[src/rtl/pcd_pkg.sv]
// ----------------------------------------------------------------------------
// pcd_pkg
// Shared types and constants for the PNG chunk deframer.
// ----------------------------------------------------------------------------
package pcd_pkg;

  typedef struct packed {
    logic [7:0] data_byte;
    logic       last_byte;
  } pcd_in_t;

  typedef struct packed {
    logic [7:0]  data_out;
    logic [2:0]  byte_role;
    logic [31:0] chunk_length;
    logic [31:0] chunk_type;
    logic [31:0] chunk_crc;
    logic        chunk_end;
    logic        chunk_is_idat;
    logic        chunk_is_iend;
    logic [1:0]  status;
    logic        stream_end;
  } pcd_out_t;

  typedef enum logic [5:0] {
    PH_SIG  = 6'b000001,
    PH_LEN  = 6'b000010,
    PH_TYPE = 6'b000100,
    PH_DATA = 6'b001000,
    PH_CRC  = 6'b010000,
    PH_IDLE = 6'b100000
  } pcd_phase_t;

  localparam logic [2:0] ROLE_SIG  = 3'd0;
  localparam logic [2:0] ROLE_LEN  = 3'd1;
  localparam logic [2:0] ROLE_TYPE = 3'd2;
  localparam logic [2:0] ROLE_DATA = 3'd3;
  localparam logic [2:0] ROLE_CRC  = 3'd4;
  localparam logic [2:0] ROLE_IGN  = 3'd5;

  localparam logic [1:0] ST_OK        = 2'd0;
  localparam logic [1:0] ST_BAD_SIG   = 2'd1;
  localparam logic [1:0] ST_TRUNCATED = 2'd2;
  localparam logic [1:0] ST_NO_CHUNK  = 2'd3;

  localparam logic [31:0] TYPE_IDAT = 32'h4944_4154;
  localparam logic [31:0] TYPE_IEND = 32'h4945_4E44;
  localparam logic [3:0]  MIN_CHUNK = 4'd12;

  function automatic logic [7:0] sig_byte(input logic [2:0] idx);
    logic [7:0] b;
    case (idx)
      3'd0: b = 8'h89;
      3'd1: b = 8'h50;
      3'd2: b = 8'h4E;
      3'd3: b = 8'h47;
      3'd4: b = 8'h0D;
      3'd5: b = 8'h0A;
      3'd6: b = 8'h1A;
      3'd7: b = 8'h0A;
      default: b = 8'h00;
    endcase
    return b;
  endfunction

endpackage

[src/rtl/pcd_parser.sv]
// ----------------------------------------------------------------------------
// pcd_parser
// Per-byte parse state and the single-pass next-state and result logic.
// ----------------------------------------------------------------------------
module pcd_parser (
  input  logic              clk,
  input  logic              rst_n,
  input  logic              step,
  input  pcd_pkg::pcd_in_t  in_item,
  output pcd_pkg::pcd_out_t result
);
  import pcd_pkg::*;

  pcd_phase_t  phase_r, phase_nxt;
  logic [2:0]  sig_idx_r, sig_idx_nxt;
  logic [1:0]  fcnt_r, fcnt_nxt;
  logic [31:0] len_r, len_nxt;
  logic [31:0] type_r, type_nxt;
  logic [31:0] crc_r, crc_nxt;
  logic [31:0] remain_r, remain_nxt;
  logic [3:0]  prog_r, prog_nxt;
  logic        seen_r, seen_nxt;
  logic        sig_err_r, sig_err_nxt;

  logic [7:0]  b;
  logic        last;
  logic [2:0]  role;
  logic        end_w, idat_w, iend_w;
  logic [1:0]  status_w;
  logic        in_chunk;

  assign b    = in_item.data_byte;
  assign last = in_item.last_byte;

  always_comb begin
    phase_nxt   = phase_r;
    sig_idx_nxt = sig_idx_r;
    fcnt_nxt    = fcnt_r;
    len_nxt     = len_r;
    type_nxt    = type_r;
    crc_nxt     = crc_r;
    remain_nxt  = remain_r;
    prog_nxt    = prog_r;
    seen_nxt    = seen_r;
    sig_err_nxt = sig_err_r;
    role        = ROLE_IGN;
    end_w       = 1'b0;
    idat_w      = 1'b0;
    iend_w      = 1'b0;

    if ((phase_r == PH_LEN || phase_r == PH_TYPE || phase_r == PH_DATA ||
         phase_r == PH_CRC) && prog_r < MIN_CHUNK) begin
      prog_nxt = prog_r + 4'd1;
    end

    case (phase_r)
      PH_SIG: begin
        role = ROLE_SIG;
        if (b != sig_byte(sig_idx_r)) begin
          sig_err_nxt = 1'b1;
          phase_nxt   = PH_IDLE;
        end else if (sig_idx_r == 3'd7) begin
          phase_nxt = PH_LEN;
          fcnt_nxt  = 2'd0;
          prog_nxt  = 4'd0;
        end else begin
          sig_idx_nxt = sig_idx_r + 3'd1;
        end
      end
      PH_LEN: begin
        role = ROLE_LEN;
        if (fcnt_r == 2'd0) begin
          // first length byte opens a new chunk
          len_nxt  = {24'd0, b};
          type_nxt = 32'd0;
          crc_nxt  = 32'd0;
        end else begin
          len_nxt = {len_r[23:0], b};
        end
        fcnt_nxt = fcnt_r + 2'd1;
        if (fcnt_r == 2'd3) begin
          phase_nxt = PH_TYPE;
        end
      end
      PH_TYPE: begin
        role     = ROLE_TYPE;
        type_nxt = {type_r[23:0], b};
        fcnt_nxt = fcnt_r + 2'd1;
        if (fcnt_r == 2'd3) begin
          remain_nxt = len_r;
          phase_nxt  = (len_r == 32'd0) ? PH_CRC : PH_DATA;
        end
      end
      PH_DATA: begin
        role = ROLE_DATA;
        if (remain_r != 32'd0) begin
          remain_nxt = remain_r - 32'd1;
        end
        if (remain_r <= 32'd1) begin
          fcnt_nxt  = 2'd0;
          phase_nxt = PH_CRC;
        end
      end
      PH_CRC: begin
        role     = ROLE_CRC;
        crc_nxt  = {crc_r[23:0], b};
        fcnt_nxt = fcnt_r + 2'd1;
        if (fcnt_r == 2'd3) begin
          end_w     = 1'b1;
          seen_nxt  = 1'b1;
          prog_nxt  = 4'd0;
          idat_w    = (type_r == TYPE_IDAT);
          iend_w    = (type_r == TYPE_IEND);
          phase_nxt = (type_r == TYPE_IEND) ? PH_IDLE : PH_LEN;
        end
      end
      default: begin
        role = ROLE_IGN;
      end
    endcase

    in_chunk = (phase_nxt == PH_LEN || phase_nxt == PH_TYPE ||
                phase_nxt == PH_DATA || phase_nxt == PH_CRC);

    status_w = sig_err_nxt ? ST_BAD_SIG : ST_OK;
    if (last) begin
      if (sig_err_nxt || phase_nxt == PH_SIG) begin
        status_w = ST_BAD_SIG;
      end else if (in_chunk && prog_nxt >= MIN_CHUNK) begin
        status_w = ST_TRUNCATED;
      end else if (!seen_nxt) begin
        status_w = ST_NO_CHUNK;
      end else begin
        status_w = ST_OK;
      end
    end

    result.data_out      = b;
    result.byte_role     = role;
    result.chunk_length  = len_nxt;
    result.chunk_type    = type_nxt;
    result.chunk_crc     = crc_nxt;
    result.chunk_end     = end_w;
    result.chunk_is_idat = idat_w;
    result.chunk_is_iend = iend_w;
    result.status        = status_w;
    result.stream_end    = last;
  end

  always_ff @(posedge clk) begin
    if (!rst_n || (step && last)) begin
      // final byte returns the parser to its power-on state
      phase_r   <= PH_SIG;
      sig_idx_r <= 3'd0;
      fcnt_r    <= 2'd0;
      len_r     <= 32'd0;
      type_r    <= 32'd0;
      crc_r     <= 32'd0;
      remain_r  <= 32'd0;
      prog_r    <= 4'd0;
      seen_r    <= 1'b0;
      sig_err_r <= 1'b0;
    end else if (step) begin
      phase_r   <= phase_nxt;
      sig_idx_r <= sig_idx_nxt;
      fcnt_r    <= fcnt_nxt;
      len_r     <= len_nxt;
      type_r    <= type_nxt;
      crc_r     <= crc_nxt;
      remain_r  <= remain_nxt;
      prog_r    <= prog_nxt;
      seen_r    <= seen_nxt;
      sig_err_r <= sig_err_nxt;
    end
  end

endmodule

[src/rtl/pcd_out_buf.sv]
// ----------------------------------------------------------------------------
// pcd_out_buf
// Result register with a skid entry, so input acceptance does not wait on
// the downstream ready.
// ----------------------------------------------------------------------------
module pcd_out_buf (
  input  logic               clk,
  input  logic               rst_n,
  input  logic               push,
  input  pcd_pkg::pcd_out_t  push_data,
  output logic               can_push,
  output logic               out_valid,
  input  logic               out_ready,
  output pcd_pkg::pcd_out_t  out_data
);
  import pcd_pkg::*;

  pcd_out_t main_r;
  pcd_out_t skid_r;
  logic     main_valid_r;
  logic     skid_valid_r;
  logic     main_free;
  logic     load_main;
  logic     load_skid;

  assign can_push  = !skid_valid_r;
  assign out_valid = main_valid_r;
  assign out_data  = main_r;
  assign main_free = !main_valid_r || out_ready;
  assign load_main = main_free && (skid_valid_r || push);
  assign load_skid = !main_free && push;

  always_ff @(posedge clk) begin
    if (!rst_n) begin
      main_valid_r <= 1'b0;
      skid_valid_r <= 1'b0;
    end else begin
      if (main_free) begin
        main_valid_r <= skid_valid_r || push;
        skid_valid_r <= 1'b0;
      end else if (push) begin
        skid_valid_r <= 1'b1;
      end
    end
  end

  always_ff @(posedge clk) begin
    if (load_main) begin
      main_r <= skid_valid_r ? skid_r : push_data;
    end
    if (load_skid) begin
      skid_r <= push_data;
    end
  end

endmodule

[src/rtl/png_chunk_deframer_unit.sv]
// ----------------------------------------------------------------------------
// png_chunk_deframer_unit
// PNG byte-stream deframer: signature check, chunk split and byte tagging.
// ----------------------------------------------------------------------------
// Takes one byte of a PNG file per cycle while in_ready is high and returns
// one tagged result per byte, with the chunk length, type and stored CRC as
// assembled so far, a chunk end mark with flags for IDAT and IEND, and on the
// byte flagged last the verdict for the whole file. The parse state loads at
// the edge that accepts the byte; if the output is free, the output register
// loads at that edge too, so the result is offered in the next cycle. While
// the output is stalled the result waits in a skid entry behind that register,
// which keeps the input open for one more byte. The CRC is carried, not
// checked. After the last byte the parser is back in reset for the next file.
// ----------------------------------------------------------------------------
module png_chunk_deframer_unit (
  input  logic              clk,
  input  logic              rst_n,
  input  logic              in_valid,
  output logic              in_ready,
  input  pcd_pkg::pcd_in_t  in_data,
  output logic              out_valid,
  input  logic              out_ready,
  output pcd_pkg::pcd_out_t out_data
);
  import pcd_pkg::*;

  pcd_out_t result;
  logic     step;

  assign step = in_valid && in_ready;

  pcd_parser u_parser (
    .clk     (clk),
    .rst_n   (rst_n),
    .step    (step),
    .in_item (in_data),
    .result  (result)
  );

  pcd_out_buf u_out_buf (
    .clk       (clk),
    .rst_n     (rst_n),
    .push      (step),
    .push_data (result),
    .can_push  (in_ready),
    .out_valid (out_valid),
    .out_ready (out_ready),
    .out_data  (out_data)
  );

endmodule
[config.mk]
export PLATFORM = sky130hd
export DESIGN_NAME = png_chunk_deframer_unit
export DESIGN_NICKNAME = d
export VERILOG_FILES = /design/src/rtl/pcd_pkg.sv /design/src/rtl/pcd_parser.sv /design/src/rtl/pcd_out_buf.sv /design/src/rtl/png_chunk_deframer_unit.sv
export SDC_FILE = /design/constraint.sdc
export NUM_CORES = 1
export LEC_CHECK = 0
export ABC_CLOCK_PERIOD_IN_PS = 6800
export BUFFER_PORTS_ARGS = -buffer_cell sky130_fd_sc_hd__buf_2
export CAP_MARGIN = 15
export CORE_ASPECT_RATIO = 1.25
export CORE_UTILIZATION = 54
export DETAILED_ROUTE_END_ITERATION = 16
export GPL_ROUTABILITY_DRIVEN = 0
export HOLD_SLACK_MARGIN = 0.08
export PLACE_DENSITY = 0.76
export RECOVER_POWER = 50
export REMOVE_ABC_BUFFERS = 1
export SKIP_LAST_GASP = 1
export SYNTH_ARGS = -nofsm -noshare
export SYNTH_HDL_FRONTEND = slang
export SYNTH_SLANG_ARGS = --single-unit
[constraint.sdc]
create_clock -name clk -period 6.8 [get_ports clk]
set_clock_uncertainty 0.05 [all_clocks]
set_input_delay 1.36 -clock clk [delete_from_list [all_inputs] [get_ports clk]]
set_output_delay 1.36 -clock clk [all_outputs]
set_load 0.005 [all_outputs]
==> impl_metrics.tcl, run 1 <==
set metrics [dict create \
    status "finished with violations" \
    failed_checks "capacitance limit, slew limit" \
    comb_power_share_pct 7.7 \
    period_share_pct 70.8 \
    crit_fanout 35 \
    synth.area.top_cells "edfxtp_1 42%, dfxtp_1 19%, mux2_2 7.7%" \
    grt_use_met2_pct 38.9 \
    place_area_mm2 0.0173 \
    cts_htree_levels 2 \
    grt_max_degree 101 \
    clk_path_buf_depth 3 \
    synth_compound_area_share_pct 10.1 \
    cp.required_ns 7.03 \
    finalSetupViolCount 0 \
    path_clk_slew_ns 0.06 \
    grt.met3_usage_pct 3.56 \
    cp-startpoint "u_parser.phase_r[0]" \
    synth_cell_type_count 61 \
    grt.busiest_layer "met2" \
    cts_tree "yes" \
    powerDensity_mw_per_mm2 275 \
    use_met1_pct 30.9 \
    ff2ff_path_depth 9 \
    crit_path_start_kind "register" \
    grt_pass1_vias 11000 \
    pwr-share-seq_pct 52.4 \
    timing.rr.start "u_parser.phase_r[0]" \
    clockPowerShare_pct 39.9 \
    pin_count 128 \
    clock_sinks 380 \
    dr.pass1.iters 5 \
    path_class "reg -> reg" \
    ff2ff_setup_slack_ns 1.99 \
    dieArea_mm2 0.0309 \
    cts_resized 0 \
    fin_crit_ns 4.81 \
    cp-endpoint "u_out_buf.out_data[2]" \
    synth_simple_gate_area_share_pct 17.2 \
    synth_cells 1482 \
    drc 0 \
    arrival_ns 5.04 \
    coreArea_mm2 0.0295 \
    overflow 0 \
    routedWlPerCell_um 17.8 \
    fp.dieH_um 196 \
    synth.avg_cell_area_um2 11.0 \
    hold_viol_final 0 \
    numCtsBuffers 36 \
    worstSkewPairLatency_ns 0.55 \
    synth_top_family_by_area "simple AND/OR/NAND/NOR gates" \
    fin_nets 1592 \
    die_x_um 158 \
    synth_edf_count 226 \
    synth_seq_cells 380 \
    synthMuxAreaShare_pct 8.09 \
    p_sw_share_pct 23.2 \
    ys_warn_count 0 \
    antenna_found_initial 0 \
    maxCapViolations 7 \
    synthFlopType "edfxtp_1" \
    postCtsSetupBuffers 0 \
    synth_top_cell_by_area "edfxtp_1" \
    rsz0062_at_grt "false" \
    wl_um 35500 \
    track_usage_pct 23.4 \
    synth_xor_area_share_pct 0.644 \
    initial_core_util_pct 55.3 \
    total_power_mw 5.03 \
    final_cell_area_mm2 0.0183 \
    drt_iter0_markers 929 \
    tightest_slew_ns 3.28 \
    vias_per_cell 5.85 \
    relSlewSlack_pct -119 \
    diodes 0 \
    grt_pass1_wl_um 57300 \
    drive_gt1_share_pct 15.4 \
    rows 70 \
    yosysSeqAreaShare_pct 60.5 \
    ir_drop_mv 0.147 \
    endpoint_kind "register" \
    fmax_ghz 0.208 \
    hp-class "reg -> reg" \
    synth-adder-area-share_pct 0.920 \
    slew_viol_final 323 \
    cts_hold_buf 0 \
    p_int_mw 3.86 \
    syn_to_final_growth_pct 12.1 \
    multi_input_area_mm2 0.00606 \
    switching_power_mw 1.17 \
    timing.rr.end "u_out_buf.out_data[2]" \
    io_buffers 127 \
    vias 11600 \
    synth_area_mm2 0.0163 \
    p_leak_nw 6.66 \
    final_antenna_net_count 0 \
    synth_top_area_share_pct 41.6 \
    dp_hpwl_um 21600 \
    ff_latch_area_mm2 0.00987 \
    root_buffer "clkbuf_16" \
    synthArstFlopShare_pct 0 \
    fill_cells 2363 \
]
placed cells by master (no fill, tap or decap), types with 4 or more instances in the layout:
master and instances:
mux2i_1 6, or3_1 4, inv_1 13, nand3_1 13, a22oi_1 13, nand2b_1 28, o211ai_1 5, dfxtp_1 154
nor3_1 109, o31ai_1 4, mux2_2 110, a31oi_1 4, nor4b_1 5, nor4_1 23, clkbuf_16 39, a211oi_1 12
clkbuf_1 96, edfxtp_1 226, or2_2 5, o21ai_0 66, o32ai_1 4, clkbuf_8 4, o22ai_1 4, nor3b_1 6
ha_1 12, xnor2_1 9, nand2_1 99, buf_4 9, a21oi_1 46, nand4_1 10, nor2_1 274, buf_2 45
a22o_1 65
state kept, by name (all words and copies together) (netlist names), 2 cells and up, named ones only:
register            cells
u_parser.sig_idx_r      3
u_parser.prog_r         4
u_parser.phase_r        6
u_parser.remain_r      32
u_parser.crc_r         32
u_parser.len_r         32
u_parser.fcnt_r         2
u_parser.type_r        32
u_out_buf.out_data    113
u_out_buf.skid_r      113
worst max-delay path: stages, from the launching register on:
cell,delay [ns]
dfxtp_1,0.37
nor3_1,0.78
and3_1,0.28
clkbuf_1,1.32
nand2_1,0.56
o221ai_1,0.38
nor2_1,0.08
o2111ai_1,0.25
nand3_2,0.17
o31a_1,0.30
metrics by stage:
| stage | hold WS (ns) | setup WS [ns] | instances | TNS [ns] | util, % |
|---|---|---|---|---|---|
| CTS | 0.434 | 3.14 | 1991 | 0 | 62.5 |
| global placement | 0.414 | 2.68 | 1925 | 0 | 58.5 |
| floorplan | 0.387 | -3.95 | 1386 | -618.73 | - |
| detailed placement | 0.420 | 2.63 | 1925 | 0 | 58.5 |
| global route | 0.460 | 1.70 | 1991 | 0 | 62.0 |
| finish | 0.429 | 1.99 | 1991 | 0 | 62.0 |
Yosys cell counts (10+ instances only):
cell,instances
a211oi_1,12
a21oi_1,47
a22o_1,65
a22oi_1,13
buf_1,11
clkbuf_1,79
dfxtp_1,154
edfxtp_1,226
ha_1,12
inv_1,14
mux2_2,112
nand2_1,100
nand2b_1,28
nand3_1,13
nand4_1,10
nor2_1,276
nor3_1,108
nor4_1,23
o21ai_0,66
power groups by stage:
stage | registers [mW] | clock network, mW | logic [mW]
3_3_place_gp | 2.67 | 0 | 0.390
6_report | 2.63 | 2.00 | 0.389
2_1_floorplan | 2.67 | 0 | 0.262
3_5_place_dp | 2.68 | 0 | 0.398
5_1_grt | 2.65 | 2.12 | 0.436
4_1_cts | 2.63 | 2.03 | 0.403
worst min-delay path by stage:
stage	cells past startpoint	endpoint	startpoint	slack [ns]
after detailed placement	2	u_parser.seen_r	u_parser.seen_r	0.42
final	2	u_parser.seen_r	u_parser.seen_r	0.43
after floorplan	2	u_parser.seen_r	u_parser.seen_r	0.39
after global routing	2	u_parser.crc_r[25]	u_parser.crc_r[25]	0.46
after CTS	2	u_parser.seen_r	u_parser.seen_r	0.43
after global placement	2	u_parser.seen_r	u_parser.seen_r	0.41
per-layer routing:
layer  part of all wire [%]  wire length (um)
met2                     48             17200
met5                      0                 0
met4                    3.0              1080
met1                     43             15300
met3                    5.3              1870
area by class of cell:
type | instances | area share (%)
well taps | 396 | 2.71
inverters | 14 | 0.301
clock inverters | 14 | 0.677
clock buffers | 52 | 5.82
multi-input cells | 992 | 33.1
repair buffers | 143 | 3.43
flip-flops and latches | 380 | 53.9
cell families (layout without fill, tap and decap cells):
logic type | after synthesis | in the layout
AOI/OAI and AO/OA | 244 | 244
xor gates and xnor gates | 12 | 12
adders and majority gates | 12 | 12
buffers and inverters | 110 | 223
DFF | 380 | 380
muxes | 118 | 118
and+or+nand+nor | 606 | 606
Power figures use the tool's default switching activity.
==> run 2, diff against run 1 <==
- ABC_CLOCK_PERIOD_IN_PS: 6800 -> 4360
- clock period: 6.8 -> 4.36 ns (I/O delays scaled with it)
==> run 2 against run 1 <==
  * The flow still finishes with violations (capacitance limit, slew limit)
  * Design area rose by 1.1%
  * Flip-flop and latch count did not move
  * Die area did not move
  * Non-clock buffer count rose by 6
  * Largest cell class unchanged
  * Largest power group unchanged
  * Critical path depth fell by 3
  * Sequential power rose by 56%
  * First-iteration DRC count rose by 23%
  * Clock-buffer cell count fell by 4
  * Combinational power rose by 58%
  * Critical path type unchanged
  * Utilization rose by 0.68 points
  * Global-route usage rose by 0.55 points
==> impl_metrics.tcl, run 2 (synthesis gave the netlist of run 1 again) <==
set metrics [dict create \
    numCtsBuffers 37 \
    final_common_cell "nor2_1" \
    worstSkewPairLatency_ns 0.53 \
    failed_checks "capacitance limit, slew limit" \
    ir_drop_mv 0.334 \
    arrival_ns 3.88 \
    ff2ff_path_depth 6 \
    place_area_mm2 0.0173 \
    drive_gt1_share_pct 15.7 \
    diodes 0 \
    path_clk_slew_ns 0.06 \
    crit_fanout 56 \
    slew_viol_final 115 \
    clk_path_buf_depth 3 \
    fin_crit_ns 3.51 \
    p_leak_nw 6.75 \
    clock_sinks 380 \
    io_buffers 127 \
    powerDensity_mw_per_mm2 442 \
    grt_max_degree 68 \
    cts_hold_buf 0 \
    overflow 0 \
    finalSetupViolCount 0 \
    worstHoldStart "u_parser.seen_r" \
    holdWs_ns 0.421 \
    maxCapViolations 2 \
    track_usage_pct 23.9 \
    dieArea_mm2 0.0309 \
    root_buffer "clkbuf_16" \
    routed.top_layer "met4" \
    layout_common_cells "274 x nor2_1, 226 x edfxtp_1, 154 x dfxtp_1" \
    vias 11800 \
    cts_resized 0 \
    grt_pass1_vias 11300 \
    drc 0 \
    tightest_slew_ns 2.73 \
    hold_depth 2 \
    drt_iter0_markers 1142 \
    post-place-ws_ns 0.897 \
    cts_htree_levels 2 \
    syn_to_final_growth_pct 13.3 \
    fill_cells 2332 \
    status "finished with violations" \
    fp.dieH_um 196 \
    rsz0062_at_grt "false" \
    final_cell_area_mm2 0.0185 \
    fin_nets 1599 \
    dp_hpwl_um 23100 \
    postCtsSetupBuffers 0 \
    die_x_um 158 \
    m1WireLength_um 15500 \
    wl_met3_um 2100 \
    grt_pass1_wl_um 59000 \
    fmax_ghz 0.285 \
    coreArea_mm2 0.0295 \
    pin_count 128 \
    hold_viol_final 0 \
    relSlewSlack_pct -81.9 \
    vias_per_cell 5.93 \
    rows 70 \
    crit_path_start_kind "register" \
    cts_tree "yes" \
    hp-class "reg -> reg" \
    period_share_pct 80.5 \
    endpoint_kind "register" \
    dr.pass1.iters 5 \
    cp-startpoint "u_out_buf.skid_valid_r" \
    timing.rr.start "u_out_buf.skid_valid_r" \
    wl_um 36700 \
    setup_slack_ns 0.851 \
    routedWlPerCell_um 18.4 \
    initial_core_util_pct 55.3 \
    path_class "reg -> reg" \
    met2_length_um 18100 \
    final_antenna_net_count 0 \
    antenna_found_initial 0 \
    cp.required_ns 4.73 \
]
==> run 2: final cells by class <==
cell class,instances,area (um2),area share [%]
clock buffer,48,1030,5.56
clock inverter,19,294,1.59
inverter,14,55.1,0.298
multi-input combinational,992,6060,32.7
sequential,380,9870,53.3
tap,396,495,2.68
timing repair buffer,149,701,3.79
==> run 2: routing by layer <==
| layer | global-route usage, % | vias up |
|---|---|---|
| met5 | 0 | - |
| met4 | 8.13 | 0 |
| met3 | 3.80 | 86 |
| met2 | 40.5 | 444 |
| met1 | 31.1 | 5746 |
| li1 | - | 5573 |
==> run 2: path summary, 6_finish.rpt <==
check / end / slack, ns
worst min-delay path: u_parser.seen_r / 0.42
worst max register to register: u_parser.phase_r[0] / 0.85
worst max-delay path: u_parser.phase_r[0] / 0.85
worst min register to register: u_parser.seen_r / 0.42
==> run 2: through the flow <==
stage	total power, mW	setup TNS [ns]	instances	utilization (%)
floorplan	4.58	-1191.15	1386	-
global placement	4.79	0	1931	58.7
detailed placement	4.81	0	1931	58.7
CTS	8.25	0	1998	63.2
global route	8.44	0	1998	62.7
finish	8.17	0	1998	62.7
==> run 2: worst max-delay path, cell delays in order (launching register included) <==
cell       delay (ns)
dfxtp_1          0.29
buf_4            0.22
nor2b_1          0.25
clkbuf_2         0.96
clkbuf_2         1.09
o2111ai_1        0.23
a21o_1           0.24
==> run 2: report_power, final <==
part | leakage [nW] | switching, mW | internal, mW
clock network | 0.638 | 1.36 | 2.10
logic | 2.72 | 0.379 | 0.236
registers | 3.40 | 0.104 | 4.00
total | 6.75 | 1.84 | 6.34
==> run 3, diff against run 2 <==
- ABC_AREA: not set -> 1
- ABC_CLOCK_PERIOD_IN_PS: 4360 -> 3550
- CORE_UTILIZATION: 54 -> 60
- PLACE_DENSITY: 0.76 -> 0.8
- clock period: 4.36 -> 3.55 ns (I/O delays scaled with it)
==> run 3 against run 2 <==
  * The flow still finishes with violations (capacitance limit, slew limit)
  * Worst setup slack worse by 0.47 ns
  * Fmax up 11%
  * First-iteration DRC count up 10%
  * Design area up 4.1%
  * Global-route usage up 3.3 points
  * Wire length up 10%
  * Utilization up 5.1 points
  * Clock power up 20%
==> impl_metrics.tcl, run 3 <==
set metrics [dict create \
    layout_common_cells "459 x nand2_1, 262 x inv_1, 226 x edfxtp_1" \
    clockPowerShare_pct 41.1 \
    relSlewSlack_pct -14.4 \
    comb_power_share_pct 8.9 \
    drive_gt1_share_pct 12.1 \
    synthMuxAreaShare_pct 0.123 \
    ff_latch_area_mm2 0.00987 \
    rsz0062_at_grt "false" \
    postCtsSetupBuffers 0 \
    status "finished with violations" \
    yosysMostFrequentCell "nand2_1" \
    dp_hpwl_um 24400 \
    worstSkewPairLatency_ns 0.53 \
    setup_slack_ns 0.379 \
    final_antenna_net_count 0 \
    synth-adder-area-share_pct 0.868 \
    dr.pass1.iters 6 \
    grt_pass1_wl_um 64200 \
    synth_area_mm2 0.0173 \
    fp.dieH_um 192 \
    drc 0 \
    multi_input_area_mm2 0.00589 \
    synth_xor_area_share_pct 0.810 \
    numCtsBuffers 38 \
    crit_path_start_kind "register" \
    p_int_mw 7.67 \
    synth_seq_cells 380 \
    die_x_um 154 \
    initial_core_util_pct 60.9 \
    synth_cell_type_count 54 \
    total_power_mw 10.0 \
    maxCapViolations 1 \
    diodes 0 \
    fin_util_pct 67.8 \
    ys_warn_count 0 \
    ff2ff_setup_slack_ns 0.38 \
    cts_hold_buf 0 \
    fin_crit_ns 3.17 \
    hold_viol_final 0 \
    synthArstFlopShare_pct 0 \
    p_sw_share_pct 23.7 \
    arrival_ns 3.39 \
    tightest_slew_ns 1.72 \
    hp-class "in -> reg" \
    fill_cells 2161 \
    antenna_found_initial 0 \
    routedWlPerCell_um 17.2 \
    wl_um 40400 \
    synth_common_cells "459 x nand2_1, 262 x inv_1, 226 x edfxtp_1" \
    post-place-ws_ns 0.720 \
    synth_edf_count 226 \
    dp_cells 2282 \
    io_buffers 127 \
    finalSetupViolCount 0 \
    cts_htree_levels 2 \
    synth_cells 1877 \
    clock_sinks 380 \
    synth.area.top_cells "edfxtp_1 39%, dfxtp_1 18%, nand2_1 10%" \
    period_share_pct 89.3 \
    syn_to_final_growth_pct 11.3 \
    overflow 0 \
    drt_iter0_markers 1260 \
    coreArea_mm2 0.0284 \
    synth.avg_cell_area_um2 9.22 \
    pin_count 128 \
    synth_top_area_share_pct 39.2 \
    cts_tree "yes" \
    path_clk_slew_ns 0.06 \
    fin_nets 1992 \
    path_class "reg -> reg" \
    synth_top_cell_by_area "edfxtp_1" \
    grt_max_degree 201 \
    slew_viol_final 114 \
    p_leak_nw 8.29 \
    rows 69 \
    fin_cells 2352 \
    cts_resized 0 \
    synth_simple_gate_area_share_pct 15.9 \
    failed_checks "capacitance limit, slew limit" \
    vias_per_cell 5.67 \
    ir_drop_mv 0.529 \
    setup_tns_ns 0 \
    synth_top_family_by_area "compound AO/OA/AOI/OAI gates" \
    vias 13300 \
    root_buffer "clkbuf_16" \
    cp.required_ns 3.77 \
    endpoint_kind "register" \
    synth_compound_area_share_pct 16.4 \
    clk_path_buf_depth 3 \
    track_usage_pct 27.3 \
    crit_fanout 37 \
    powerDensity_mw_per_mm2 522 \
    synthFlopType "edfxtp_1" \
    fmax_ghz 0.315 \
    yosysSeqAreaShare_pct 57.1 \
    final_common_cell "nand2_1" \
    dieArea_mm2 0.0295 \
    pwr-share-seq_pct 50.0 \
    switching_power_mw 2.38 \
    grt_pass1_vias 13000 \
]
-- run 3: cell types whose count changed after synthesis, moves of 99 or more --
| cell | previous run | this run |
|---|---|---|
| nand2_1 | 100 | 459 |
| inv_1 | 14 | 262 |
| nor2_1 | 276 | 92 |
| mux2_2 | 112 | 1 |
| a21oi_1 | 47 | 148 |
| nor3_1 | 108 | 9 |
-- run 3: path summary, 6_finish.rpt --
check | start | to | cells past startpoint
max | u_parser.phase_r[0] | u_out_buf.out_data[1] | 13
min | in_data[6] | u_out_buf.skid_r[110] | 1
max reg2reg | u_parser.phase_r[0] | u_out_buf.out_data[1] | 13
min reg2reg | u_parser.remain_r[24] | u_parser.remain_r[24] | 2
-- run 3: per-layer routing --
layer | share of wire (%) | track usage (%) | up-vias
li1 | - | - | 6398
met1 | 40 | 33.1 | 6294
met2 | 50 | 48.1 | 543
met3 | 6.0 | 3.56 | 100
met4 | 3.7 | 13.0 | 0
met5 | 0 | 0 | -
-- run 3: power by group through the flow --
stage	Clock, mW	Combinational [mW]	Sequential (mW)
2_1_floorplan	0	0.567	5.12
3_3_place_gp	0	0.873	5.10
3_5_place_dp	0	0.901	5.10
4_1_cts	4.17	0.914	5.01
5_1_grt	4.34	0.995	5.04
6_report	4.13	0.892	5.02
-- run 3: worst max-delay path, stage by stage, from the launching register on --
cell and delay (ns):
dfxtp_1 0.37, nor2_1 0.43, nand3_2 0.14, clkbuf_2 0.66, nor2_4 0.43, nand2_1 0.13
nand4_1 0.11, nor2_1 0.07, nand2_1 0.07, nand2_1 0.08, nand2_1 0.10, nand2_1 0.08
nand3_1 0.13, nand2_1 0.08
-- run 3: through the flow --
stage,hold slack (ns),cell area (um2)
detailed placement,0.411,18100
global placement,0.411,18100
CTS,0.314,19400
finish,0.328,19300
floorplan,0.398,16900
global route,0.318,19300
-- run 3: cell type report --
type / instances / area share (%)
sequential: 380 / 51.3
multi-input combinational: 1119 / 30.6
clock buffer: 56 / 5.78
inverter: 286 / 5.63
timing repair buffer: 142 / 3.50
tap: 355 / 2.31
clock inverter: 14 / 0.884
-- run 3: cell families after synthesis --
group           count (synthesis)
mux                             2
xor+xnor                       16
buf+inv                       378
fa+ha+maj                      12
flops                         380
compound gates                436
simple gates                  653
